File: src/rtl/hrv_window_features_assert.svh
// Assertion macros for the HRV window feature block
`ifndef HRV_WINDOW_FEATURES_ASSERT_SVH
`define HRV_WINDOW_FEATURES_ASSERT_SVH

// same-cycle implication, reset masked
`define HRV_ASSERT_NOW(lbl, ante, cons, msg) \
    lbl: assert property (@(posedge clk) disable iff (!rst_n) (ante) |-> (cons)) \
        else $error(msg);

// next-cycle implication, reset masked
`define HRV_ASSERT_NEXT(lbl, ante, cons, msg) \
    lbl: assert property (@(posedge clk) disable iff (!rst_n) (ante) |=> (cons)) \
        else $error(msg);

`endif

File: src/rtl/hrv_ring.sv
// Beat ring: single write port, registered read port
`default_nettype none

module hrv_ring #(
    parameter int DEPTH = 128,
    parameter int PTR_W = 7
) (
    input  wire logic             clk,
    input  wire logic             we,
    input  wire logic [PTR_W-1:0] waddr,
    input  wire logic [15:0]      wdata,
    input  wire logic [PTR_W-1:0] raddr,
    output logic      [15:0]      rdata
);

    logic [15:0] mem [DEPTH];
    logic [15:0] rdata_reg;

    always_ff @(posedge clk)
    begin
        if (we)
        begin
            mem[waddr] <= wdata;
        end
        rdata_reg <= mem[raddr];
    end

    assign rdata = rdata_reg;

endmodule

`default_nettype wire

File: config.mk
export PLATFORM = sky130hd
export DESIGN_NAME = hrv_ring
export DESIGN_NICKNAME = d
export VERILOG_FILES = /design/src/rtl/hrv_window_features_assert.svh /design/src/rtl/hrv_ring.sv
export SDC_FILE = /design/constraint.sdc
export NUM_CORES = 2
export LEC_CHECK = 0
export ABC_AREA = 1
export BUFFER_PORTS_ARGS = -buffer_cell sky130_fd_sc_hd__buf_4
export CAP_MARGIN = 20
export CELL_PAD_IN_SITES_DETAIL_PLACEMENT = 0
export CELL_PAD_IN_SITES_GLOBAL_PLACEMENT = 1
export CORE_UTILIZATION = 56
export CTS_CLUSTER_SIZE = 25
export DETAILED_ROUTE_END_ITERATION = 7
export PLACE_DENSITY_LB_ADDON = 0.1
export REMOVE_ABC_BUFFERS = 1
export SETUP_SLACK_MARGIN = 0.4
export SYNTH_ARGS = -nofsm -noshare
export SYNTH_HDL_FRONTEND = slang
export SYNTH_SLANG_ARGS = --single-unit
File: constraint.sdc
create_clock -name clk -period 5.25 [get_ports clk]
set_input_delay 1.05 -clock clk [delete_from_list [all_inputs] [get_ports clk]]
set_output_delay 1.05 -clock clk [all_outputs]
set_load 0.01 [all_outputs]
==> Word level (Yosys, flattened, before mapping) <==
Memory sizes are Yosys's and may differ from the RTL's. A register that Yosys moved wholly into a read port is not among the register bits.
Cells that the tools add are included.
{ "word_totals": {"register_bits": 0, "mem_bits_rw": 2048, "inputBits": 32, "output_inout_bits": 16, "word_cells": 3, "n_memories": 1} }
{ "mem_list": {"columns": ["memory", "words", "word_bits", "rd", "rd_ports_with_merged_regs", "write_ports", "line", "rtl"], "rows": [
  ["mem", 128, 16, 1, 1, 1, "hrv_ring.sv:16", "logic [15:0] mem [DEPTH];"]
]} }
{ "classes": {"muxes": 2} }
{ "op_table": {"columns": ["operator", "n"], "rows": [
  ["two-way mux 1 bit", 2]
]} }

==> Logic depth before layout (Yosys ltp) <==
{ "logic_depth": {"depth_word": 2, "ltp_mapped": 13, "ltp_nobuf": 9} }

==> Worst setup path before layout <==
Ideal clock, no wire load.
{ "synth_timing": {"path_type": "input port to flip-flop", "from": "input we", "to": "memory mem[105][0] (enable)", "setup_time_ns": 0.388, "arrival_time_ns": 2.366, "setup_slack_ns": 2.495, "path_stages": 4, "n_path_buf": 2, "path_cell_list": "clkbuf_1 > nand2_1 > clkbuf_1 > nor2_1"} }
{ "synth_via": {"elab_chain_len": 2} }
{ "synth_rtl": {"columns": ["element", "line", "rtl"], "rows": [
  ["start, declared", "hrv_ring.sv:9", "input wire logic we,"],
  ["two-way mux 1 bit", "hrv_ring.sv:21", "if (we)"],
  ["two-way mux 1 bit (implied by the code)", "hrv_ring.sv:23", "mem[waddr] <= wdata;"],
  ["end, declared", "hrv_ring.sv:16", null]
]} }
No other way between the ends.

==> flow_metrics.env <==
export IMPL_syn_area_um2=82800
export IMPL_via_per_inst=6.01
export IMPL_num_rows=140
export IMPL_synth_seq_area_share=0.746
export IMPL_crit_slowest_cell="buf_12"
export IMPL_r2r_start="mem[55][8]"
export IMPL_rsz0062_at_grt="no"
export IMPL_timing_rr_end="rdata[8]"
export IMPL_die_h_um=387
export IMPL_core_um2=146000
export IMPL_largest_reg_flops=2048
export IMPL_worstPathArrival_ns=4.07
export IMPL_hold_class="primary input to register"
export IMPL_dieArea_um2=149000
export IMPL_relSlewSlack=0.230
export IMPL_crit_type="primary input to register"
export IMPL_worst_path_buf_inv=4
export IMPL_holdWs_ns=0.704
export IMPL_critPathLaunchType="primary input"
export IMPL_clockRootBuffer="clkbuf_16"
export IMPL_outcome="completed"
export IMPL_path_max_fanout=141
export IMPL_clk_latency_ns=0.84
export IMPL_drt_iter0_markers=6854
export IMPL_ys_top_cells_by_count="nand2_1, edfxtp_1, nand3_1"
export IMPL_dp_slack_ns=1.20
export IMPL_grt_pass1_vias=49700
export IMPL_synthArstFlopShare=0
export IMPL_cts_hold_buf=0
export IMPL_cts_setup_buffers=0
export IMPL_p_per_area_nw_per_um2=374
export IMPL_routed_wl_mm=236
export IMPL_cp_required_ns=5.98
export IMPL_tightest_slew_ns=1.16
export IMPL_grt_pass1_wl_mm=343
export IMPL_ir_worst_vdd_mv=0.357
export IMPL_yosysTopAreaCell="edfxtp_1"
export IMPL_cp_cell_sequence="buf_8, inv_16, buf_12, buf_4, nand2_1, nand3_1, nand3_1, nand3_1, nand3_1, nand3_1, nand3_1, nand2_1"
export IMPL_grt_use_total=0.315
export IMPL_crit_path_max_incr_delay_ns=0.44
export IMPL_numCtsBuffers=205
export IMPL_antenna_left=0
export IMPL_drv_cap=0
export IMPL_hpwl_mm=132
export IMPL_io_pins=48
export IMPL_drc_errors=0
export IMPL_wl_per_cell_um=26.4
export IMPL_finClkSkew_ns=0.0255
export IMPL_drv_slew=0
export IMPL_n_fill_cell=11200
export IMPL_total_power_mw=34.4
export IMPL_synthTopCellsByArea="edfxtp_1, nand3_1, nand2_1, buf_2, nor2_1"
export IMPL_grt_max_degree=157
export IMPL_ff2ff_path_depth=8
export IMPL_place_congestion=0.839
export IMPL_setup_viol=0
export IMPL_synth_distinct_cells=15
export IMPL_syn_avg_cell_area_um2=12.2
export IMPL_cts_resized_gates=0
export IMPL_cpMostUsedCell="nand3_1"
export IMPL_clk_path_buf_depth=3
export IMPL_synth_edf_count=2048
export IMPL_tns_ns=0
export IMPL_start_util=0.566
export IMPL_antenna_found_initial=4
export IMPL_nNetsFinal=6880
export IMPL_hold_start="raddr[6]"
export IMPL_yosysTopAreaCellShare=0.742
export IMPL_overflow=0
export IMPL_cp_end_kind="register"
export IMPL_cts_tree="done"
export IMPL_cts_htree_levels=4
export IMPL_leakage_nw=32.3
export IMPL_fmaxAchievable_mhz=300
export IMPL_io_buffers=47
export IMPL_die_x_um=387
export IMPL_worst_slack_ns=1.91
export IMPL_hold_depth=3
export IMPL_yosysMostFrequentCell="nand2_1"
export IMPL_clkSlewWorstSetupHoldPaths_ns=0.06
export IMPL_yosys_warnings=0
export IMPL_critPathTopFamily="simple AND/OR/NAND/NOR gates"
export IMPL_clock_sinks=2064
export IMPL_finalHoldViolations=0
export IMPL_vias=53800
export IMPL_min_period_ns=3.34
export IMPL_ys_flop_type="edfxtp_1"
export IMPL_hold_end="rdata[4]"
export IMPL_fin_crit_sh=0.636
export IMPL_netlist_instances=6793
export IMPL_r2r_setup_slack_ns=3.29
export IMPL_synth_seq_cells=2064
export IMPL_dr_pass1_iters=6
export IMPL_drive_above_1_share=0.0831
export IMPL_area_growth_pct=11.1
-- area by class of cell --
class | instances | area, um^2 | share of cell area
diodes | 2 | 5.00 | 0.0000544
clock buffers | 269 | 5450 | 0.0593
clock inverters | 118 | 911 | 0.00990
inverters | 24 | 124 | 0.00135
multi-input cells | 4248 | 18500 | 0.201
flip-flops and latches | 2064 | 61800 | 0.672
well taps | 1917 | 2400 | 0.0261
repair buffers | 305 | 2830 | 0.0308
-- report_power, final --
group / leakage (nW) / internal [mW] / switching, mW / total (mW)
clock network: 3.11 / 7.85 / 6.15 / 14.0
registers: 18.5 / 18.2 / 0.0425 / 18.2
logic: 10.6 / 0.510 / 1.64 / 2.15
-- cells by family (layout without fill, tap and decap cells) --
logic type,after synthesis,in the layout,share of synthesized area
simple gates,4248,4248,0.223
other cells,0,2,0
flops,2064,2064,0.746
buf+inv,481,716,0.0305
-- per-stage QoR --
step	std cells	util	area [um^2]
after floorplan	6336	-	80400
after global placement	8556	0.585	85600
after detailed placement	8558	0.586	85700
after CTS	8945	0.629	92000
after global routing	8945	0.629	92000
final	8947	0.629	92000
-- routing by layer --
metal	share of wire	up-vias	GRT usage
li1	-	24400	-
met1	0.42	26500	0.461
met2	0.46	2540	0.486
met3	0.088	360	0.0513
met4	0.031	0	0.0984
met5	0	-	0
-- how the worst max path moves through the flow --
| stage | from | end | slack [ns] | depth (start not counted) |
|---|---|---|---|---|
| after floorplan | raddr[0] | rdata[0] | -1.35 | 9 |
| after global placement | raddr[0] | rdata[8] | 1.19 | 11 |
| after detailed placement | raddr[0] | rdata[8] | 1.20 | 11 |
| after CTS | raddr[0] | rdata[8] | 2.08 | 11 |
| after global routing | raddr[0] | rdata[8] | 1.90 | 11 |
| final | raddr[0] | rdata[13] | 1.91 | 12 |
-- tightest hold or removal path, delay by kind of cell --
family,cells,cell delay (ns)
AND/OR/NAND/NOR,2,0.19
buffers and inverters,1,0.23
-- placed cells by master (no fill, tap or decap) --
master / n
buf_12: 38
buf_16: 2
buf_4: 261
buf_6: 1
buf_8: 3
bufinv_16: 11
clkbuf_1: 59
clkbuf_16: 208
clkbuf_8: 2
clkinv_1: 54
clkinv_2: 37
clkinv_4: 1
clkinv_8: 3
clkinvlp_4: 3
dfxtp_1: 16
diode_2: 2
edfxtp_1: 2048
inv_1: 19
inv_16: 4
inv_2: 1
inv_4: 1
inv_6: 6
inv_8: 2
nand2_1: 2087
nand3_1: 2019
nor2_1: 134
nor3_1: 8
(Power assumes the default switching activity.)
