$ cat src/rtl/hrv_window_features_assert.svh
// Assertion macros for the HRV window feature block
`ifndef HRV_WINDOW_FEATURES_ASSERT_SVH
`define HRV_WINDOW_FEATURES_ASSERT_SVH

// same-cycle implication, reset masked
`define HRV_ASSERT_NOW(lbl, ante, cons, msg) \
    lbl: assert property (@(posedge clk) disable iff (!rst_n) (ante) |-> (cons)) \
        else $error(msg);

// next-cycle implication, reset masked
`define HRV_ASSERT_NEXT(lbl, ante, cons, msg) \
    lbl: assert property (@(posedge clk) disable iff (!rst_n) (ante) |=> (cons)) \
        else $error(msg);

`endif

$ cat src/rtl/hrv_pkg.sv
// Package: types and constants shared by the HRV window feature block
`default_nettype none

package hrv_pkg;

    localparam int MAX_BEATS_DEF = 128;
    localparam int MIN_BEATS     = 20;
    localparam int SQRT_W        = 32;

    localparam int CNT_W_DEF = $clog2(MAX_BEATS_DEF + 1);
    localparam int DW_DEF    = 2 * CNT_W_DEF + 33;
    localparam int MA_W_DEF  = CNT_W_DEF + 32;
    localparam int MB_W_DEF  = CNT_W_DEF + 16;

    localparam logic [15:0] RR_LOW      = 16'd4000;
    localparam logic [15:0] RR_HIGH     = 16'd40000;
    localparam logic [15:0] NN50_LIMIT  = 16'd800;
    localparam logic [21:0] WIN_DEFAULT = 22'd60000;
    localparam logic [27:0] HR_CONST    = 28'd245760000;

    localparam logic [20:0] SLOPE_POS_SAT = 21'h0FFFFF;
    localparam logic [20:0] SLOPE_NEG_SAT = 21'h100000;
    localparam int          SLOPE_LIM     = 1048576;
    localparam int          SD_SAT        = 32767;
    localparam int          U16_SAT       = 65535;
    localparam int          CV_SAT        = 32767;
    localparam int          COV_SAT       = 32768;

    typedef enum logic [1:0] {
        OP_MUL,
        OP_DIV,
        OP_SQRT
    } arith_op_t;

    typedef struct packed {
        logic      start;
        arith_op_t op;
    } arith_ctl_t;

    typedef enum logic [3:0] {
        S_IDLE,
        S_FULL_RD,
        S_FULL_DROP,
        S_PUSH,
        S_EVICT_RD,
        S_EVICT_CHK,
        S_FEAT,
        S_ACC,
        S_ISSUE,
        S_WAIT,
        S_DONE
    } seq_state_t;

    typedef enum logic [4:0] {
        P_NS,
        P_NIX,
        P_ISUM,
        P_NI2,
        P_II,
        P_SLOPE,
        P_NSQ,
        P_SS,
        P_NN,
        P_VAR,
        P_SD,
        P_MEAN,
        P_HRN,
        P_HR,
        P_RMSQ,
        P_RMS,
        P_PNN,
        P_CV,
        P_COV
    } post_step_t;

    typedef struct packed {
        logic        accepted;
        logic        features_valid;
        logic [15:0] mean_rr;
        logic [15:0] mean_hr;
        logic [14:0] sdnn;
        logic [15:0] rmssd;
        logic [15:0] pnn50;
        logic [20:0] rr_slope;
        logic [14:0] hr_cv;
        logic [15:0] coverage;
    } hrv_result_t;

endpackage

`default_nettype wire

$ cat src/rtl/hrv_arith.sv
// Shared arithmetic unit: registered multiply, bit-serial divide and square root
`default_nettype none

module hrv_arith import hrv_pkg::*; #(
    parameter int DW   = DW_DEF,
    parameter int MA_W = MA_W_DEF,
    parameter int MB_W = MB_W_DEF
) (
    input  wire logic          clk,
    input  wire logic          rst_n,
    input  wire arith_ctl_t    ctl,
    input  wire logic [DW-1:0] a,
    input  wire logic [DW-1:0] b,
    output logic               done,
    output logic      [DW-1:0] res
);

    localparam int CW = $clog2(DW + 1);
    localparam int PW = MA_W + MB_W;

    logic          busy_reg, busy_next;
    logic          done_reg, done_next;
    arith_op_t     op_reg, op_next;
    logic [CW-1:0] cnt_reg, cnt_next;
    logic [DW-1:0] src_reg, src_next;
    logic [DW-1:0] div_reg, div_next;
    logic [DW-1:0] rem_reg, rem_next;
    logic [DW-1:0] quo_reg, quo_next;

    logic [PW-1:0] prod;
    logic [DW:0]   tmp;
    logic [DW:0]   trial;
    logic [DW:0]   diff;
    logic          ge;

    assign prod = PW'(a[MA_W-1:0]) * PW'(b[MB_W-1:0]);

    always_comb
    begin
        if (op_reg == OP_SQRT)
        begin
            tmp   = {rem_reg[DW-2:0], src_reg[DW-1:DW-2]};
            trial = {quo_reg[DW-2:0], 2'b01};
        end
        else
        begin
            tmp   = {rem_reg, src_reg[DW-1]};
            trial = {1'b0, div_reg};
        end
        ge   = (tmp >= trial);
        diff = tmp - trial;
    end

    always_comb
    begin
        busy_next = busy_reg;
        done_next = 1'b0;
        op_next   = op_reg;
        cnt_next  = cnt_reg;
        src_next  = src_reg;
        div_next  = div_reg;
        rem_next  = rem_reg;
        quo_next  = quo_reg;
        if (ctl.start)
        begin
            op_next = ctl.op;
            unique case (ctl.op)
                OP_MUL:
                begin
                    quo_next  = DW'(prod);
                    done_next = 1'b1;
                end
                OP_DIV:
                begin
                    src_next  = a;
                    div_next  = b;
                    rem_next  = '0;
                    quo_next  = '0;
                    cnt_next  = CW'(DW);
                    busy_next = 1'b1;
                end
                OP_SQRT:
                begin
                    src_next  = {a[SQRT_W-1:0], (DW-SQRT_W)'(0)};
                    rem_next  = '0;
                    quo_next  = '0;
                    cnt_next  = CW'(SQRT_W / 2);
                    busy_next = 1'b1;
                end
                default:
                begin
                    done_next = 1'b1;
                end
            endcase
        end
        else if (busy_reg)
        begin
            rem_next = ge ? diff[DW-1:0] : tmp[DW-1:0];
            quo_next = {quo_reg[DW-2:0], ge};
            src_next = (op_reg == OP_SQRT) ? (src_reg << 2) : (src_reg << 1);
            cnt_next = cnt_reg - CW'(1);
            if (cnt_reg == CW'(1))
            begin
                busy_next = 1'b0;
                done_next = 1'b1;
            end
        end
    end

    always_ff @(posedge clk or negedge rst_n)
    begin
        if (!rst_n)
        begin
            busy_reg <= 1'b0;
            done_reg <= 1'b0;
        end
        else
        begin
            busy_reg <= busy_next;
            done_reg <= done_next;
        end
    end

    always_ff @(posedge clk)
    begin
        op_reg  <= op_next;
        cnt_reg <= cnt_next;
        src_reg <= src_next;
        div_reg <= div_next;
        rem_reg <= rem_next;
        quo_reg <= quo_next;
    end

    assign done = done_reg;
    assign res  = quo_reg;

endmodule

`default_nettype wire

$ cat config.mk
export PLATFORM = sky130hd
export DESIGN_NAME = hrv_arith
export DESIGN_NICKNAME = d
export VERILOG_FILES = /design/src/rtl/hrv_window_features_assert.svh /design/src/rtl/hrv_pkg.sv /design/src/rtl/hrv_arith.sv
export SDC_FILE = /design/constraint.sdc
export NUM_CORES = 2
export LEC_CHECK = 0
export ABC_CLOCK_PERIOD_IN_PS = 4500
export BUFFER_PORTS_ARGS = -buffer_cell sky130_fd_sc_hd__clkbuf_2
export CORE_AREA = 2 2 269 271
export CTS_CLUSTER_SIZE = 24
export DETAILED_ROUTE_END_ITERATION = 10
export DIE_AREA = 0 0 271 273
export PLACE_DENSITY = 0.74
export SLEW_MARGIN = 20
export SYNTH_ARGS = -nofsm -noshare
export SYNTH_HDL_FRONTEND = slang
export SYNTH_SLANG_ARGS = --single-unit
$ cat constraint.sdc
create_clock -name clk -period 4.5 [get_ports clk]
set_input_delay 0.225 -clock clk [delete_from_list [all_inputs] [get_ports clk]]
set_output_delay 0.225 -clock clk [all_outputs]
set_load 0.05 [all_outputs]
== Word-level counts from Yosys, hierarchy flattened ==
Index checks and enable logic that the tools add are counted.

* Register bits: 206
* Word-level logic and storage cells: 50

* Reduce and logical (&&, ||, !) cells: 7
* $lt $le $gt $ge: 1
* Mux-type cells: 24
* Add/subtract/negate cells: 2
* Equality and inequality tests: 7
* Multiply operators: 1

{| class="wikitable"
|+ Operators with widths
! kind !! count
|-
| 2-to-1 mux 49 bit || 9
|-
| case mux 49 bit (2 select lines) || 2
|-
| 2-to-1 mux 50 bit || 2
|-
| >= comparator 50 bit || 1
|-
| multiplier 40 x 24 -> 49 bit || 1
|-
| subtractor 49 bit || 1
|-
| 2-to-1 mux 6 bit || 2
|-
| case mux 6 bit (2 select lines) || 1
|-
| 2-to-1 mux 1 bit || 8
|-
| AND reduction 2 bit || 4
|-
| == test 6 x 1 -> 1 bit (second input constant) || 1
|-
| subtractor 6 x 1 -> 6 bit (second input constant) || 1
|-
| == test 2 bit (second input constant) || 2
|-
| inequality test 3 x 1 -> 1 bit (second input constant) || 1
|-
| inequality test 3 x 2 -> 1 bit (second input constant) || 1
|-
| == test 2 x 1 -> 1 bit (second input constant) || 1
|-
| logical NOT 2 bit || 1
|-
| inequality test 2 bit (second input constant) || 1
|-
| nonzero test 2 bit || 1
|-
| OR reduction 2 bit || 1
|}

== Logic depth before layout (Yosys ltp) ==
* Word-level depth: 6
* Depth in mapped cells: 28
* Depth with buffers taken out: 26

== Worst setup path before layout ==
No wires, ideal clock.

* Path kind: input-to-reg
* Start point: in a[25]
* End point: reg quo_reg[45], in the netlist res[45], data pin
* Data required time: 4,244 ps
* Stages: 27
* Path buffers: 3
* Path slack: -2,566 ps
* Arrival: 6,809 ps
* Path through: clkbuf_1 -> clkbuf_1 -> nand2_1 -> fa_1 -> inv_1 -> fa_1 -> inv_1 -> fa_1 -> fa_1 -> inv_1 -> fa_1 -> fa_1 -> inv_1 -> fa_1 -> inv_1 -> ha_1 -> clkbuf_1 -> and2_1 -> and3_1 -> a21oi_1 -> a31oi_1 -> or3_1 -> o31a_1 -> a21oi_1 -> o21bai_1 -> xor2_1 -> a22o_1

* Cells in the longest elaborated chain, start to end: 3

{| class="wikitable"
|+ RTL lines
! element !! RTL line !! text
|-
| start: declaration || hrv_arith.sv:12 || <nowiki>input wire logic [DW-1:0] a,</nowiki>
|-
| multiplier 40 x 24 -> 49 bit || hrv_arith.sv:36 || <nowiki>assign prod = PW'(a[MA_W-1:0]) * PW'(b[MB_W-1:0]);</nowiki>
|-
| case mux 49 bit (2 select lines) || hrv_arith.sv:67 || <nowiki>unique case (ctl.op)</nowiki>
|-
| 2-to-1 mux 49 bit || hrv_arith.sv:64 || <nowiki>if (ctl.start)</nowiki>
|-
| named net quo_next[45] || hrv_arith.sv:28 || <nowiki>logic [DW-1:0] quo_reg, quo_next;</nowiki>
|-
| end signal: assignment || hrv_arith.sv:131 || <nowiki>quo_reg <= quo_next;</nowiki>
|-
| end: declaration || hrv_arith.sv:28 ||
|}

The timed path passes the listed nets, and every way through them passes these cells.
A chain may end at the register's enable or synchronous reset.

== Worst setup path after layout ==
* Start point: in b[1]
* End point: reg quo_reg[46], in the netlist res[46], data pin

* Cells in the longest elaborated chain, start to end: 3

{| class="wikitable"
|+ RTL lines
! element !! RTL line !! text
|-
| start: declaration || hrv_arith.sv:13 || <nowiki>input wire logic [DW-1:0] b,</nowiki>
|-
| multiplier 40 x 24 -> 49 bit || hrv_arith.sv:36 ||
|-
| case mux 49 bit (2 select lines) || hrv_arith.sv:67 ||
|-
| 2-to-1 mux 49 bit || hrv_arith.sv:64 ||
|-
| named net quo_next[46] || hrv_arith.sv:28 ||
|}

The timed path passes the listed nets, and every way through them passes these cells.

==> flow_metrics.env <==
export IMPL_synth_flop_cell="edfxtp_1"
export IMPL_place_ws_ns=-2.84
export IMPL_rows=98
export IMPL_synth_mux_area_fraction_pct=2.57
export IMPL_maxSlewViolCount=0
export IMPL_setup_viol=40
export IMPL_r2r_end="rem_reg[43]$_SDFFCE_PP0P_"
export IMPL_drc_errors=0
export IMPL_cp_max_fo=7
export IMPL_hold_violations=0
export IMPL_synth_area_um2=38700
export IMPL_grt_pass1_wl_um=188000
export IMPL_cpPeakStageDelay_ns=0.54
export IMPL_drive_above_1_share_pct=21.2
export IMPL_grt_max_degree=82
export IMPL_fin_area_um2=47300
export IMPL_dp_hpwl_um=94400
export IMPL_worstMarginPinSlew_ns=1.07
export IMPL_maxCapViolCount=0
export IMPL_io_pins=153
export IMPL_postSynthCellCount=4246
export IMPL_grt_ovfl_total=0
export IMPL_grt_pass1_vias=33617
export IMPL_slew_headroom_pct=28.1
export IMPL_synth_fp_nets=5259
export IMPL_hp_start="b[17]"
export IMPL_critPathRequiredTime_ns=4.79
export IMPL_place_gp_congestion=0.973
export IMPL_synth_seq_cells=206
export IMPL_cts_root_buf="clkbuf_16"
export IMPL_grt_total_usage_pct=33.0
export IMPL_clock_sinks=206
export IMPL_dr_pass1_iters=6
export IMPL_vias=32153
export IMPL_cts_tree="done"
export IMPL_min_to="div_reg[17]$_DFFE_PP_"
export IMPL_synth_top_family_by_area="adder cells"
export IMPL_antenna_found_initial=4
export IMPL_port_buffers=152
export IMPL_crit_arrival_ns=6.94
export IMPL_die_h_um=273
export IMPL_placed_area_um2=43800
export IMPL_violations="negative setup slack"
export IMPL_yosys_area_top_type="fa_1"
export IMPL_min_path_type="in -> reg"
export IMPL_syn_area_per_cell_um2=9.11
export IMPL_utilization_pct=66.6
export IMPL_fin_nets=5719
export IMPL_final_cell_mix="nand2_1, inv_1, fa_1"
export IMPL_path_buf_inv=11
export IMPL_seq_area_frac_synth_pct=16.0
export IMPL_r2r_start="op_reg[0]$_DFFE_PP_"
export IMPL_synth_top_area_share_pct=37.9
export IMPL_critPathTopFamily="adder cells"
export IMPL_status="complete, but fails checks"
export IMPL_die_w_um=271
export IMPL_wl_per_cell_um=22.0
export IMPL_viasPerCell=5.67
export IMPL_yosys_area_share_adder_pct=43.7
export IMPL_fmax_mhz=150
export IMPL_syn_to_final_growth_pct=22.3
export IMPL_finClkSkew_ns=0.0306
export IMPL_critPathLaunchType="input port"
export IMPL_clk_latency_ns=0.56
export IMPL_period_needed_ns=6.65
export IMPL_whs_path_depth=1
export IMPL_crit_type="in -> reg"
export IMPL_cts_buffers=23
export IMPL_ctsHtreeMaxLevel=1
export IMPL_ys_types=86
export IMPL_drt_initial_drc_count=3244
export IMPL_coreArea_um2=71000
export IMPL_synth_xor_area_share_pct=2.49
export IMPL_synth_warnings=0
export IMPL_layout_commonest_cell="nand2_1"
export IMPL_synth_edf_count=204
export IMPL_final_fill_count=5301
export IMPL_holdWs_ns=0.0607
export IMPL_synth_compound_area_share_pct=7.79
export IMPL_start_util_pct=54.5
export IMPL_r2r_cells=16
export IMPL_slowest_stage="fa_1"
export IMPL_routed_wl_um=125000
export IMPL_clkTransAtPathRegs_ns=0.07
export IMPL_dieArea_um2=74000
export IMPL_rrSetupSlack_ns=0.19
export IMPL_fin_ws_ns=-2.15
export IMPL_synth_simple_gate_area_share_pct=17.0
export IMPL_endpoint_kind="flip-flop"
export IMPL_antenna_left=0
export IMPL_period_share_pct=148
export IMPL_synthTopCellsByArea="fa_1, edfxtp_1, nand2_1, inv_1, and2_1"
export IMPL_ctsLongestPathBuffers=3
export IMPL_rsz0062_at_grt="yes"
export IMPL_cpMostUsedCell="fa_1"
export IMPL_async_flop_share_pct=0.971
metrics by stage:
stage | instances | setup TNS [ns]
after detailed placement | 5523 | -88.82
after global placement | 5523 | -86.25
final | 5675 | -63.80
after CTS | 5647 | -58.65
after floorplan | 4246 | -56.58
after global routing | 5673 | -69.06
worst register-to-register path, delay by kind of cell, from the launching register on:
| family | cells | cell delay, ns |
|---|---|---|
| adders and majority gates | 1 | 0.36 |
| DFF | 1 | 0.44 |
| and+or+nand+nor | 4 | 0.64 |
| muxes | 1 | 0.37 |
| buffers and inverters | 3 | 0.50 |
| AOI/OAI and AO/OA | 7 | 1.75 |
worst max-delay path by stage:
stage / startpoint / endpoint / slack, ns / cells past startpoint
detailed placement: a[15] / res[48]$_DFFE_PP_ / -2.84 / 26
CTS: b[5] / res[46]$_DFFE_PP_ / -2.01 / 30
global route: b[1] / res[46]$_DFFE_PP_ / -2.29 / 30
global placement: b[2] / res[45]$_DFFE_PP_ / -2.78 / 27
finish: b[1] / res[46]$_DFFE_PP_ / -2.15 / 30
floorplan: b[14] / res[48]$_DFFE_PP_ / -2.15 / 26
layer usage:
layer,track usage (%),wire length (um),part of all wire [%]
met2,54.1,58500,47
met4,14.9,6610,5.3
met5,0,20,0.016
met1,43.0,46500,37
met3,5.78,13000,10
synthesized netlist by cell type (3+ instances only):
cell type / count
nand2_1: 852
inv_1: 818
fa_1: 733
and2_1: 356
clkbuf_1: 227
edfxtp_1: 204
ha_1: 177
a21oi_1: 165
mux2i_1: 97
xnor2_1: 81
a21o_1: 57
o21ai_0: 57
nor2_1: 51
a22o_1: 41
and3_1: 38
xor2_1: 29
nand3_1: 25
nand2b_1: 20
a211oi_1: 15
nand4_1: 14
nor3_1: 14
o21a_1: 14
o21bai_1: 12
or3_1: 12
buf_6: 8
nand3b_1: 8
o211ai_1: 8
a31oi_1: 6
buf_2: 6
a41oi_1: 5
a211oi_2: 4
buf_1: 4
nor2b_1: 4
o22ai_1: 4
o2bb2ai_1: 4
o31ai_1: 4
a32o_1: 3
a41o_1: 3
o221ai_1: 3
o311ai_0: 3
o31a_1: 3
layout make-up:
| cell class | instances | area [um2] | share of cell area, % |
|---|---|---|---|
| Antenna cell | 2 | 5.00 | 0.0106 |
| Clock buffer | 23 | 576 | 1.22 |
| Clock inverter | 19 | 216 | 0.457 |
| Inverter | 818 | 3070 | 6.49 |
| Multi-Input combinational cell | 2975 | 29900 | 63.2 |
| Sequential cell | 206 | 6180 | 13.1 |
| Tap cell | 950 | 1190 | 2.51 |
| Timing Repair Buffer | 682 | 6180 | 13.1 |
cells by family after synthesis:
family	after synthesis
flops	206
simple gates	1411
fa+ha+maj	910
mux	99
xor+xnor	110
buf+inv	1065
compound gates	445
repair_timing:
action / 4_1_cts / 5_1_grt
buffers inserted: 48 / 37
gates cloned: 5 / 4
gates resized for setup: 215 / 215
hold buffers: 31 / 2
endpoints found under the setup margin: 41 / 87
hold endpoints to repair: 31 / 2
pin swaps: 109 / 149
Power is left out: the tool's default activity adds up to more than one toggle a clock period on the data nets, which glitch-free logic cannot reach.
