<file path="src/rtl/hrv_window_features_assert.svh">
// Assertion macros for the HRV window feature block
`ifndef HRV_WINDOW_FEATURES_ASSERT_SVH
`define HRV_WINDOW_FEATURES_ASSERT_SVH

// same-cycle implication, reset masked
`define HRV_ASSERT_NOW(lbl, ante, cons, msg) \
    lbl: assert property (@(posedge clk) disable iff (!rst_n) (ante) |-> (cons)) \
        else $error(msg);

// next-cycle implication, reset masked
`define HRV_ASSERT_NEXT(lbl, ante, cons, msg) \
    lbl: assert property (@(posedge clk) disable iff (!rst_n) (ante) |=> (cons)) \
        else $error(msg);

`endif

</file>
<file path="src/rtl/hrv_pkg.sv">
// Package: types and constants shared by the HRV window feature block
`default_nettype none

package hrv_pkg;

    localparam int MAX_BEATS_DEF = 128;
    localparam int MIN_BEATS     = 20;
    localparam int SQRT_W        = 32;

    localparam int CNT_W_DEF = $clog2(MAX_BEATS_DEF + 1);
    localparam int DW_DEF    = 2 * CNT_W_DEF + 33;
    localparam int MA_W_DEF  = CNT_W_DEF + 32;
    localparam int MB_W_DEF  = CNT_W_DEF + 16;

    localparam logic [15:0] RR_LOW      = 16'd4000;
    localparam logic [15:0] RR_HIGH     = 16'd40000;
    localparam logic [15:0] NN50_LIMIT  = 16'd800;
    localparam logic [21:0] WIN_DEFAULT = 22'd60000;
    localparam logic [27:0] HR_CONST    = 28'd245760000;

    localparam logic [20:0] SLOPE_POS_SAT = 21'h0FFFFF;
    localparam logic [20:0] SLOPE_NEG_SAT = 21'h100000;
    localparam int          SLOPE_LIM     = 1048576;
    localparam int          SD_SAT        = 32767;
    localparam int          U16_SAT       = 65535;
    localparam int          CV_SAT        = 32767;
    localparam int          COV_SAT       = 32768;

    typedef enum logic [1:0] {
        OP_MUL,
        OP_DIV,
        OP_SQRT
    } arith_op_t;

    typedef struct packed {
        logic      start;
        arith_op_t op;
    } arith_ctl_t;

    typedef enum logic [3:0] {
        S_IDLE,
        S_FULL_RD,
        S_FULL_DROP,
        S_PUSH,
        S_EVICT_RD,
        S_EVICT_CHK,
        S_FEAT,
        S_ACC,
        S_ISSUE,
        S_WAIT,
        S_DONE
    } seq_state_t;

    typedef enum logic [4:0] {
        P_NS,
        P_NIX,
        P_ISUM,
        P_NI2,
        P_II,
        P_SLOPE,
        P_NSQ,
        P_SS,
        P_NN,
        P_VAR,
        P_SD,
        P_MEAN,
        P_HRN,
        P_HR,
        P_RMSQ,
        P_RMS,
        P_PNN,
        P_CV,
        P_COV
    } post_step_t;

    typedef struct packed {
        logic        accepted;
        logic        features_valid;
        logic [15:0] mean_rr;
        logic [15:0] mean_hr;
        logic [14:0] sdnn;
        logic [15:0] rmssd;
        logic [15:0] pnn50;
        logic [20:0] rr_slope;
        logic [14:0] hr_cv;
        logic [15:0] coverage;
    } hrv_result_t;

endpackage

`default_nettype wire

</file>
<file path="src/rtl/hrv_seq.sv">
// Sequencer: ring upkeep, window sweep and feature post-processing
`default_nettype none

module hrv_seq import hrv_pkg::*; #(
    parameter int MAX_BEATS = MAX_BEATS_DEF,
    parameter int DW        = DW_DEF
) (
    input  wire logic                         clk,
    input  wire logic                         rst_n,
    input  wire logic                         in_valid,
    output logic                              in_ready,
    input  wire logic [15:0]                  in_rr,
    input  wire logic [21:0]                  win_len,
    input  wire logic                         out_pend,
    output logic                              res_valid,
    output hrv_result_t                       res,
    output logic                              ring_we,
    output logic [$clog2(MAX_BEATS)-1:0]      ring_waddr,
    output logic [15:0]                       ring_wdata,
    output logic [$clog2(MAX_BEATS)-1:0]      ring_raddr,
    input  wire logic [15:0]                  ring_rdata,
    output arith_ctl_t                        ar_ctl,
    output logic [DW-1:0]                     ar_a,
    output logic [DW-1:0]                     ar_b,
    input  wire logic                         ar_done,
    input  wire logic [DW-1:0]                ar_res
);

    localparam int PTR_W  = $clog2(MAX_BEATS);
    localparam int CNT_W  = $clog2(MAX_BEATS + 1);
    localparam int SUM_W  = CNT_W + 16;
    localparam int SQ_W   = CNT_W + 32;
    localparam int PP_W   = 2 * CNT_W + 16;
    localparam int SI_W   = 2 * CNT_W;
    localparam int SI2_W  = 3 * CNT_W;
    localparam int CMP_W  = (SUM_W > 26) ? SUM_W + 1 : 27;

    function automatic logic [PTR_W-1:0] ptr_inc(input logic [PTR_W-1:0] p);
        ptr_inc = (p == PTR_W'(MAX_BEATS - 1)) ? '0 : p + PTR_W'(1);
    endfunction

    seq_state_t       state_reg, state_next;
    post_step_t       step_reg, step_next;
    logic [PTR_W-1:0] head_reg, head_next;
    logic [PTR_W-1:0] wp_reg, wp_next;
    logic [CNT_W-1:0] cnt_reg, cnt_next;
    logic [SUM_W-1:0] span_reg, span_next;
    logic             rd_vld_reg, rd_vld_next;

    logic [15:0]      rr_reg, rr_next;
    logic             acc_reg, acc_next;
    logic             fv_reg, fv_next;
    logic [PTR_W-1:0] iss_ptr_reg, iss_ptr_next;
    logic [CNT_W-1:0] iss_cnt_reg, iss_cnt_next;
    logic [CNT_W-1:0] idx_reg, idx_next;
    logic [SI_W-1:0]  isq_reg, isq_next;
    logic [15:0]      prev_reg, prev_next;
    logic [SUM_W-1:0] sum_reg, sum_next;
    logic [SQ_W-1:0]  sumsq_reg, sumsq_next;
    logic [SQ_W-1:0]  dsq_reg, dsq_next;
    logic [PP_W-1:0]  pp_reg, pp_next;
    logic [SI_W-1:0]  sumi_reg, sumi_next;
    logic [SI2_W-1:0] sumi2_reg, sumi2_next;
    logic [CNT_W-1:0] nn50_reg, nn50_next;
    logic [DW-1:0]    t1_reg, t1_next;
    logic [DW-1:0]    t2_reg, t2_next;
    logic             neg_reg, neg_next;
    logic [15:0]      mean_reg, mean_next;
    logic [15:0]      hr_reg, hr_next;
    logic [14:0]      sd_reg, sd_next;
    logic [15:0]      rms_reg, rms_next;
    logic [15:0]      pnn_reg, pnn_next;
    logic [20:0]      slope_reg, slope_next;
    logic [14:0]      cv_reg, cv_next;
    logic [15:0]      cov_reg, cov_next;

    logic             accept;
    logic             in_range;
    logic [21:0]      win;
    logic [CMP_W-1:0] w16;
    logic [CMP_W-1:0] span_less;
    logic             evict;
    logic [15:0]      x;
    logic [31:0]      xsq;
    logic signed [16:0] d;
    logic [15:0]      ad;
    logic [31:0]      dsqt;
    logic             last_beat;
    logic [DW-1:0]    n_dw;
    logic [DW-1:0]    nm1_dw;

    assign in_ready  = (state_reg == S_IDLE) && !out_pend;
    assign accept    = in_valid && in_ready;
    assign in_range  = (in_rr >= RR_LOW) && (in_rr <= RR_HIGH);
    assign win       = (win_len == '0) ? WIN_DEFAULT : win_len;
    assign w16       = CMP_W'({win, 4'b0000});
    assign span_less = CMP_W'(span_reg) - CMP_W'(ring_rdata);
    assign evict     = (span_less > w16);
    assign x         = ring_rdata;
    assign xsq       = 32'(x) * 32'(x);
    assign d         = $signed({1'b0, x}) - $signed({1'b0, prev_reg});
    assign ad        = d[16] ? 16'(-d) : d[15:0];
    assign dsqt      = 32'(ad) * 32'(ad);
    assign last_beat = rd_vld_reg && (idx_reg == cnt_reg - CNT_W'(1));
    assign n_dw      = DW'(cnt_reg);
    assign nm1_dw    = DW'(cnt_reg) - DW'(1);

    // next state
    always_comb
    begin
        state_next = state_reg;
        unique case (state_reg)
            S_IDLE:
            begin
                if (accept)
                begin
                    if (!in_range)
                    begin
                        state_next = S_FEAT;
                    end
                    else if (cnt_reg == CNT_W'(MAX_BEATS))
                    begin
                        state_next = S_FULL_RD;
                    end
                    else
                    begin
                        state_next = S_PUSH;
                    end
                end
            end
            S_FULL_RD:   state_next = S_FULL_DROP;
            S_FULL_DROP: state_next = S_PUSH;
            S_PUSH:      state_next = S_EVICT_RD;
            S_EVICT_RD:
            begin
                state_next = (cnt_reg > CNT_W'(MIN_BEATS)) ? S_EVICT_CHK : S_FEAT;
            end
            S_EVICT_CHK: state_next = evict ? S_EVICT_RD : S_FEAT;
            S_FEAT:
            begin
                state_next = (cnt_reg >= CNT_W'(MIN_BEATS)) ? S_ACC : S_DONE;
            end
            S_ACC:
            begin
                if (last_beat)
                begin
                    state_next = S_ISSUE;
                end
            end
            S_ISSUE:     state_next = S_WAIT;
            S_WAIT:
            begin
                if (ar_done)
                begin
                    state_next = (step_reg == P_COV) ? S_DONE : S_ISSUE;
                end
            end
            S_DONE:      state_next = S_IDLE;
            default:     state_next = S_IDLE;
        endcase
    end

    // outputs to ring and arithmetic unit
    always_comb
    begin
        ring_we    = (state_reg == S_PUSH);
        ring_waddr = wp_reg;
        ring_wdata = rr_reg;
        ring_raddr = (state_reg == S_ACC) ? iss_ptr_reg : head_reg;
        res_valid  = (state_reg == S_DONE);
        ar_ctl.start = (state_reg == S_ISSUE);
        ar_ctl.op    = OP_MUL;
        ar_a         = '0;
        ar_b         = '0;
        unique case (step_reg)
            P_NS:    begin ar_a = DW'(sum_reg);   ar_b = n_dw; end
            P_NIX:   begin ar_a = t1_reg;         ar_b = n_dw; end
            P_ISUM:  begin ar_a = DW'(sumi_reg);  ar_b = DW'(sum_reg); end
            P_NI2:   begin ar_a = DW'(sumi2_reg); ar_b = n_dw; end
            P_II:    begin ar_a = DW'(sumi_reg);  ar_b = DW'(sumi_reg); end
            P_SLOPE:
            begin
                ar_ctl.op = OP_DIV;
                ar_a      = t1_reg + (t2_reg >> 1);
                ar_b      = t2_reg;
            end
            P_NSQ:   begin ar_a = DW'(sumsq_reg); ar_b = n_dw; end
            P_SS:    begin ar_a = DW'(sum_reg);   ar_b = DW'(sum_reg); end
            P_NN:    begin ar_a = n_dw;           ar_b = n_dw; end
            P_VAR:
            begin
                ar_ctl.op = OP_DIV;
                ar_a      = t1_reg;
                ar_b      = t2_reg;
            end
            P_SD:
            begin
                ar_ctl.op = OP_SQRT;
                ar_a      = t1_reg;
            end
            P_MEAN:
            begin
                ar_ctl.op = OP_DIV;
                ar_a      = DW'(sum_reg) + (n_dw >> 1);
                ar_b      = n_dw;
            end
            P_HRN:   begin ar_a = DW'(HR_CONST);  ar_b = n_dw; end
            P_HR:
            begin
                ar_ctl.op = OP_DIV;
                ar_a      = t1_reg + (DW'(sum_reg) >> 1);
                ar_b      = DW'(sum_reg);
            end
            P_RMSQ:
            begin
                ar_ctl.op = OP_DIV;
                ar_a      = DW'(dsq_reg);
                ar_b      = nm1_dw;
            end
            P_RMS:
            begin
                ar_ctl.op = OP_SQRT;
                ar_a      = t1_reg;
            end
            P_PNN:
            begin
                ar_ctl.op = OP_DIV;
                ar_a      = DW'(nn50_reg) << 15;
                ar_b      = nm1_dw;
            end
            P_CV:
            begin
                ar_ctl.op = OP_DIV;
                ar_a      = DW'(sd_reg) << 14;
                ar_b      = DW'(mean_reg);
            end
            P_COV:
            begin
                ar_ctl.op = OP_DIV;
                ar_a      = DW'(span_reg) << 15;
                ar_b      = DW'(w16);
            end
            default: ar_ctl.op = OP_MUL;
        endcase
    end

    // datapath
    always_comb
    begin
        step_next    = step_reg;
        head_next    = head_reg;
        wp_next      = wp_reg;
        cnt_next     = cnt_reg;
        span_next    = span_reg;
        rd_vld_next  = 1'b0;
        rr_next      = rr_reg;
        acc_next     = acc_reg;
        fv_next      = fv_reg;
        iss_ptr_next = iss_ptr_reg;
        iss_cnt_next = iss_cnt_reg;
        idx_next     = idx_reg;
        isq_next     = isq_reg;
        prev_next    = prev_reg;
        sum_next     = sum_reg;
        sumsq_next   = sumsq_reg;
        dsq_next     = dsq_reg;
        pp_next      = pp_reg;
        sumi_next    = sumi_reg;
        sumi2_next   = sumi2_reg;
        nn50_next    = nn50_reg;
        t1_next      = t1_reg;
        t2_next      = t2_reg;
        neg_next     = neg_reg;
        mean_next    = mean_reg;
        hr_next      = hr_reg;
        sd_next      = sd_reg;
        rms_next     = rms_reg;
        pnn_next     = pnn_reg;
        slope_next   = slope_reg;
        cv_next      = cv_reg;
        cov_next     = cov_reg;
        unique case (state_reg)
            S_IDLE:
            begin
                if (accept)
                begin
                    rr_next  = in_rr;
                    acc_next = in_range;
                end
            end
            S_FULL_DROP:
            begin
                span_next = span_reg - SUM_W'(ring_rdata);
                head_next = ptr_inc(head_reg);
                cnt_next  = cnt_reg - CNT_W'(1);
            end
            S_PUSH:
            begin
                wp_next   = ptr_inc(wp_reg);
                cnt_next  = cnt_reg + CNT_W'(1);
                span_next = span_reg + SUM_W'(rr_reg);
            end
            S_EVICT_CHK:
            begin
                if (evict)
                begin
                    span_next = span_reg - SUM_W'(ring_rdata);
                    head_next = ptr_inc(head_reg);
                    cnt_next  = cnt_reg - CNT_W'(1);
                end
            end
            S_FEAT:
            begin
                fv_next      = (cnt_reg >= CNT_W'(MIN_BEATS));
                step_next    = P_NS;
                iss_ptr_next = head_reg;
                iss_cnt_next = '0;
                idx_next     = '0;
                isq_next     = '0;
                sum_next     = '0;
                sumsq_next   = '0;
                dsq_next     = '0;
                pp_next      = '0;
                sumi_next    = '0;
                sumi2_next   = '0;
                nn50_next    = '0;
            end
            S_ACC:
            begin
                if (iss_cnt_reg < cnt_reg)
                begin
                    iss_ptr_next = ptr_inc(iss_ptr_reg);
                    iss_cnt_next = iss_cnt_reg + CNT_W'(1);
                    rd_vld_next  = 1'b1;
                end
                if (rd_vld_reg)
                begin
                    sum_next   = sum_reg + SUM_W'(x);
                    pp_next    = pp_reg + PP_W'(sum_reg) + PP_W'(x);
                    sumsq_next = sumsq_reg + SQ_W'(xsq);
                    sumi_next  = sumi_reg + SI_W'(idx_reg);
                    sumi2_next = sumi2_reg + SI2_W'(isq_reg);
                    isq_next   = isq_reg + (SI_W'(idx_reg) << 1) + SI_W'(1);
                    idx_next   = idx_reg + CNT_W'(1);
                    prev_next  = x;
                    if (idx_reg != '0)
                    begin
                        dsq_next = dsq_reg + SQ_W'(dsqt);
                        if (ad > NN50_LIMIT)
                        begin
                            nn50_next = nn50_reg + CNT_W'(1);
                        end
                    end
                end
            end
            S_WAIT:
            begin
                if (ar_done)
                begin
                    if (step_reg != P_COV)
                    begin
                        step_next = post_step_t'(step_reg + 5'd1);
                    end
                    unique case (step_reg)
                        P_NS:  t1_next = ar_res - DW'(pp_reg);
                        P_NIX: t1_next = ar_res;
                        P_ISUM:
                        begin
                            neg_next = (t1_reg < ar_res);
                            t1_next  = ((t1_reg < ar_res) ? (ar_res - t1_reg)
                                                          : (t1_reg - ar_res)) << 4;
                        end
                        P_NI2: t2_next = ar_res;
                        P_II:  t2_next = t2_reg - ar_res;
                        P_SLOPE:
                        begin
                            if (ar_res >= DW'(SLOPE_LIM))
                            begin
                                slope_next = neg_reg ? SLOPE_NEG_SAT : SLOPE_POS_SAT;
                            end
                            else
                            begin
                                slope_next = neg_reg ? 21'(-ar_res[20:0]) : ar_res[20:0];
                            end
                        end
                        P_NSQ: t1_next = ar_res;
                        P_SS:  t1_next = (t1_reg >= ar_res) ? (t1_reg - ar_res) : '0;
                        P_NN:  t2_next = ar_res;
                        P_VAR: t1_next = ar_res;
                        P_SD:
                        begin
                            sd_next = (ar_res > DW'(SD_SAT)) ? 15'(SD_SAT) : ar_res[14:0];
                        end
                        P_MEAN: mean_next = ar_res[15:0];
                        P_HRN:  t1_next = ar_res;
                        P_HR:
                        begin
                            hr_next = (ar_res > DW'(U16_SAT)) ? 16'(U16_SAT) : ar_res[15:0];
                        end
                        P_RMSQ: t1_next = ar_res;
                        P_RMS:
                        begin
                            rms_next = (ar_res > DW'(U16_SAT)) ? 16'(U16_SAT) : ar_res[15:0];
                        end
                        P_PNN:  pnn_next = ar_res[15:0];
                        P_CV:
                        begin
                            cv_next = (ar_res > DW'(CV_SAT)) ? 15'(CV_SAT) : ar_res[14:0];
                        end
                        P_COV:
                        begin
                            cov_next = (ar_res > DW'(COV_SAT)) ? 16'(COV_SAT)
                                                               : ar_res[15:0];
                        end
                        default: t1_next = t1_reg;
                    endcase
                end
            end
            default:
            begin
                step_next = step_reg;
            end
        endcase
    end

    always_ff @(posedge clk or negedge rst_n)
    begin
        if (!rst_n)
        begin
            state_reg  <= S_IDLE;
            step_reg   <= P_NS;
            head_reg   <= '0;
            wp_reg     <= '0;
            cnt_reg    <= '0;
            span_reg   <= '0;
            rd_vld_reg <= 1'b0;
            acc_reg    <= 1'b0;
            fv_reg     <= 1'b0;
        end
        else
        begin
            state_reg  <= state_next;
            step_reg   <= step_next;
            head_reg   <= head_next;
            wp_reg     <= wp_next;
            cnt_reg    <= cnt_next;
            span_reg   <= span_next;
            rd_vld_reg <= rd_vld_next;
            acc_reg    <= acc_next;
            fv_reg     <= fv_next;
        end
    end

    always_ff @(posedge clk)
    begin
        rr_reg      <= rr_next;
        iss_ptr_reg <= iss_ptr_next;
        iss_cnt_reg <= iss_cnt_next;
        idx_reg     <= idx_next;
        isq_reg     <= isq_next;
        prev_reg    <= prev_next;
        sum_reg     <= sum_next;
        sumsq_reg   <= sumsq_next;
        dsq_reg     <= dsq_next;
        pp_reg      <= pp_next;
        sumi_reg    <= sumi_next;
        sumi2_reg   <= sumi2_next;
        nn50_reg    <= nn50_next;
        t1_reg      <= t1_next;
        t2_reg      <= t2_next;
        neg_reg     <= neg_next;
        mean_reg    <= mean_next;
        hr_reg      <= hr_next;
        sd_reg      <= sd_next;
        rms_reg     <= rms_next;
        pnn_reg     <= pnn_next;
        slope_reg   <= slope_next;
        cv_reg      <= cv_next;
        cov_reg     <= cov_next;
    end

    always_comb
    begin
        res.accepted       = acc_reg;
        res.features_valid = fv_reg;
        res.mean_rr        = fv_reg ? mean_reg  : '0;
        res.mean_hr        = fv_reg ? hr_reg    : '0;
        res.sdnn           = fv_reg ? sd_reg    : '0;
        res.rmssd          = fv_reg ? rms_reg   : '0;
        res.pnn50          = fv_reg ? pnn_reg   : '0;
        res.rr_slope       = fv_reg ? slope_reg : '0;
        res.hr_cv          = fv_reg ? cv_reg    : '0;
        res.coverage       = fv_reg ? cov_reg   : '0;
    end

endmodule

`default_nettype wire

</file>
<file path="config.mk">
export PLATFORM = sky130hd
export DESIGN_NAME = hrv_seq
export DESIGN_NICKNAME = d
export VERILOG_FILES = /design/src/rtl/hrv_window_features_assert.svh /design/src/rtl/hrv_pkg.sv /design/src/rtl/hrv_seq.sv
export SDC_FILE = /design/constraint.sdc
export NUM_CORES = 2
export LEC_CHECK = 0
export BUFFER_PORTS_ARGS = -buffer_cell sky130_fd_sc_hd__buf_2
export CORE_MARGIN = 2
export CORE_UTILIZATION = 58
export DETAILED_ROUTE_END_ITERATION = 7
export PLACE_DENSITY = 0.8
export REMOVE_ABC_BUFFERS = 1
export SLEW_MARGIN = 20
export SYNTH_ARGS = -nofsm -noshare
export SYNTH_HDL_FRONTEND = slang
export SYNTH_SLANG_ARGS = --single-unit
</file>
<file path="constraint.sdc">
create_clock -name clk -period 10.7 [get_ports clk]
set_input_delay 1.07 -clock clk [delete_from_list [all_inputs] [get_ports clk]]
set_output_delay 1.07 -clock clk [all_outputs]
set_load 0.05 [all_outputs]
</file>
* Yosys cells after proc, flatten, opt, wreduce, memory -nomap -nowiden
Index checks and enable logic that the tools add are counted.
Widths: inputs -> output; s select.
** Operators by class
- Reduce and logical (&&, ||, !) cells :: 47
- Order comparisons :: 13
- $add $sub $neg :: 32
- Eq/ne operators :: 43
- Multiply operators :: 2
- Multiplexer cells :: 72
** Operators by type and width (number)
- $pmux 49 s14 :: 1
- $pmux 49 s7 :: 1
- $pmux 49 s4 :: 1
- $pmux 40 s2 :: 2
- $mux 16 :: 9
- $mux 40 :: 3
- $gt 49x16->1 const B :: 2
- $pmux 49 s2 :: 1
- $sub 49x49->49 :: 2
- $pmux 24 s2 :: 2
- $mux 21 :: 4
- $add 40x32->40 :: 2
- $add 24x16->24 :: 3
- $mux 24 :: 3
- $pmux 24 s3 :: 1
- $mul 16x16->32 :: 2
- $pmux 16 s2 :: 2
- $pmux 32 s2 :: 1
- $add 49x23->49 :: 1
- $add 49x48->49 :: 1
- $ge 49x21->1 const B :: 1
- $ge 49x49->1 :: 1
- $gt 49x15->1 const B :: 1
- $lt 49x49->1 :: 1
- other kinds (75) :: 161
** Word-level totals
- Register bits :: 543
- Bits of input ports :: 108
- Output and inout port bits :: 267
- Logic and storage cells :: 242

* Longest topological paths before layout
- Depth after elaboration :: 8
- Gate-level depth with buffers :: 40
- Gate-level depth less buffers :: 39

* Least setup slack after synthesis
OpenSTA, ideal clock, no wires.
- Path kind :: register to register
- From :: reg state_reg[1]
- To :: reg dsq_reg[0], enable pin
- Arrival :: 11091 ps
- Stages on the path, launching flop included :: 7
- Slack :: -788 ps
- Required time :: 10303 ps
- Setup time :: 397 ps
- Cell sequence :: dfrtp_1 -> clkbuf_1 -> nand2_1 -> or2_2 -> a21oi_1 -> o21ai_0 -> inv_1
** On the way
- Longest elaborated chain between the ends :: 3
- Elaborated cells on any way between the ends :: 6
- Those cells by class :: eq/ne (4); reduce/logical (2)
** Ends and longest elaborated chain
- start: declaration :: line hrv_seq.sv:42 : seq_state_t state_reg, state_next;
- start signal: assignment :: line hrv_seq.sv:442 : state_reg <= state_next;
- $eq 4x3->1 :: line hrv_seq.sv:282 : unique case (state_reg)
- $ne 2x1->1 (no source line), or another cell as far along
- $reduce_and 3->1 (no source line) (*)
- end signal: assignment :: line hrv_seq.sv:464 : dsq_reg <= dsq_next;
- end: declaration :: line hrv_seq.sv:60 : logic [SQ_W-1:0] dsq_reg, dsq_next;
Mark *: on every way between the ends. The rest lies on a longest branch, timed or not.
A chain may end at the register's enable or synchronous reset.

* Worst setup path in the final report
- From :: in ring_rdata[0]
- To :: reg dsq_reg[38], data pin
** On the way
- Longest elaborated chain between the ends :: 8
** Ends and longest elaborated chain
- start: declaration :: line hrv_seq.sv:21 : input wire logic [15:0] ring_rdata,
- $sub 16x16->17 (*) :: line hrv_seq.sv:101 : assign d = $signed({1'b0, x}) - $signed({1'b0, prev_reg});
- $neg 16->16 :: line hrv_seq.sv:102 : assign ad = d[16] ? 16'(-d) : d[15:0];
- $mux 16 (*) :: line hrv_seq.sv:102
- $mul 16x16->32 (*) :: line hrv_seq.sv:103 : assign dsqt = 32'(ad) * 32'(ad);
- $add 40x32->40 (*) :: line hrv_seq.sv:348 : dsq_next = dsq_reg + SQ_W'(dsqt);
- $mux 40 (*) :: line hrv_seq.sv:346 : if (idx_reg != '0)
- $mux 40 (*) :: line hrv_seq.sv:336 : if (rd_vld_reg)
- $pmux 40 s2 (*) :: line hrv_seq.sv:282
Mark *: on every way between the ends. The rest lies on a longest branch, timed or not. The select of a mux whose other input is x is not followed.

==> flow_summary.ini <==
[status]
outcome = finished, violations left
violations = DRC

[timing]
min_period_over_period_pct = 95.9
worst_pin_slew_ps = 1210
finalClockSkew_ps = 47.5
finalSetupViolations = 0
slew_viol_final = 0
period_minus_slack_ps = 10270
slew_headroom_pct = 18.8
hold_violations = 0
max_freq_mhz = 97.4
rsz0062_at_grt = no

[floorplan]
start_util_pct = 58.6
io_pins = 375
die_y_um = 336
die_w_um = 336
core_area_sq_um = 109000
dieArea_sq_um = 113000
num_rows = 121

[place]
place_hpwl_um = 184000
port_buffers = 374
dpl.cell_count = 8896
place.gp.congestion = 1.03

[setup_path]
slowest_delay_ps = 560
crit_type = in2reg
slowest_stage = fa_1
r2r_start = prev_reg[0]
cp-end-kind = register
timing.critical_path.required_ps = 11100
cp-start-kind = input port
rr_worst_depth = 35
r2r-end = dsq_reg[38]
cp_top_family = adder cells
critPathArrivalTime_ps = 10660
crit_buf_inv = 10
crit_path_frequent_cell = inv_1
ff2ff_setup_slack_ps = 690
worstPathMaxFanout = 10

[synthesis]
synth_edf_count = 485
synth_top_cell_area_share_pct = 22.8
yosys_warnings = 0
synth.cell_area_sq_um = 63800
synthArstFlopShare_pct = 10.7
synthTopCellsByArea = edfxtp_1 (23%), fa_1 (13%), ha_1 (12%)
ys_seq_area_share_pct = 25.1
synth_flop_cell = edfxtp_1
synthCells = 7306
synth_largest_area_cell = edfxtp_1
ys_types = 100
ys_seq_elements = 543
syn_avg_cell_area_sq_um = 8.74

[detailed_routing]
vias_per_cell = 6.51
wl_per_cell_um = 25.6
wl_um = 231000
drc = 7
dr.pass1.iters = 8
drtIter0Drc = 8119
num_vias = 58831
ant_nets = 0

[final_layout]
area_growth_pct = 9.19
final_cells = 9032
fillers = 9072
fin_nets = 8704
drive_gt1_share_pct = 9.51

[flow_run]
drv_cap = 0

[cts]
postCtsSetupBuffers = 0
clockBufferDepth = 3
cts_made_buffers = 69
cts_tree = yes
holdBufCountCts = 0
clkLatencyLatePin_ps = 690
tritoncts_num_sinks = 543
root_buffer = clkbuf_16
clk_pin_slew_ps = 60
ctsHtreeMaxLevel = 3
cts_resized = 0

[global_route]
grt_first_pass_wirelength_um = 342000
grt_usage_pct = 40.2
grt_pass1_vias = 56711
grt_max_degree = 161
grt_overflow = 0
antenna_found_initial = 21

[worst_hold_path]
holdPathStages = 2
hold_start = acc_reg
holdPathEnd = acc_reg
worstHoldPathType = reg2reg
[cell families (layout without fill, tap and decap cells)]
group                      count (synthesis)  count (layout)  synth area share [%]
adders and majority gates               1043            1043                  25.4
muxes                                     63              63                  1.06
AOI/OAI and AO/OA                       1770            1770                  18.3
DFF                                      543             543                  25.1
and+or+nand+nor                         2218            2218                  16.4
buffers and inverters                   1190            1494                  7.14
other                                      0               8                     0
xor gates and xnor gates                 479             479                  6.65
[metal layers]
metal | track usage (%) | share of wire [%]
met1 | 50.9 | 36
met4 | 24.8 | 7.2
met2 | 61.3 | 44
met3 | 10.8 | 13
met5 | 0 | 0.070
[layout make-up]
cell class	instances	area, sq um	share of cell area, %
tap	1414	1770	2.54
timing repair buffer	475	2640	3.79
clock buffer	92	1950	2.79
sequential	543	16000	23.0
clock inverter	36	548	0.786
antenna	8	20.0	0.0287
inverter	891	3350	4.80
multi-input combinational	5573	43400	62.3
[Yosys cell counts, types with 61 or more instances]
cell type,n
nor3_1,130
and2_1,181
a222oi_1,65
and3_1,81
edfxtp_1,485
o21a_1,64
ha_1,625
nand2_1,648
a21oi_1,426
a21o_1,244
nor2b_1,67
clkbuf_1,236
xor2_1,184
xnor2_1,288
inv_1,874
a22oi_1,63
o21ai_0,390
nand4_1,61
nand2b_1,87
nor2_1,635
nand3_1,171
fa_1,418
[worst reg2reg max path, delay by kind of cell, from the launching register on]
kind / cells / cell delay (ps)
AND/OR/NAND/NOR: 5 / 790
adder cells (fa/ha/maj): 9 / 3920
buffers and inverters: 7 / 610
AO/OA/AOI/OAI: 12 / 3430
XOR/XNOR: 2 / 660
flip-flops: 1 / 370
[how the worst max path moves through the flow]
stage                   from           to  slack [ps]  depth (start not counted)
3_3_place_gp   ring_rdata[0]  dsq_reg[38]         290                         37
2_1_floorplan   state_reg[2]   dsq_reg[0]        -800                          5
6_report       ring_rdata[0]  dsq_reg[38]         430                         38
3_5_place_dp   ring_rdata[0]  dsq_reg[36]           8                         38
5_1_grt        ring_rdata[0]  dsq_reg[38]          20                         38
4_1_cts        ring_rdata[0]  dsq_reg[36]         680                         38
[cells in the final DEF, fill, tap and decap left out, types with 21 or more instances in the layout]
cell type / n
nand2_1: 647
a221oi_1: 40
buf_4: 100
and3_1: 80
mux2i_1: 28
o21ai_1: 28
nand4_1: 61
nor2b_1: 67
nand3_1: 170
o211ai_1: 46
xor2_1: 184
o221ai_1: 21
xnor2_1: 288
buf_2: 374
a22oi_1: 63
or2_2: 23
mux2_2: 34
a222oi_1: 65
nand2b_1: 87
clkbuf_16: 72
dfrtp_1: 57
and2_1: 181
or3_1: 39
o21bai_1: 54
a21oi_1: 423
fa_1: 418
nor3_1: 124
a211oi_1: 37
o21a_1: 63
a31oi_1: 49
o31ai_1: 40
ha_1: 625
inv_1: 874
nor4_1: 30
nor2_1: 629
edfxtp_1: 485
a21o_1: 244
a21boi_0: 24
o21ai_0: 389
[metrics by stage]
step           worst slack, ps  area [sq um]  hold slack, ps  TNS [ps]  utilization, %
5_1_grt                   23.7         69700             527         0            63.9
3_3_place_gp               290         67200             462         0            61.6
4_1_cts                    681         69700             492         0            63.9
6_report                   433         69700             487         0            63.9
3_5_place_dp              8.13         67200             469         0            61.6
2_1_floorplan             -795         62600             476    -35210               -
Power is left out: the tool's default activity adds up to more than one toggle a clock period on the data nets, which glitch-free logic cannot reach.
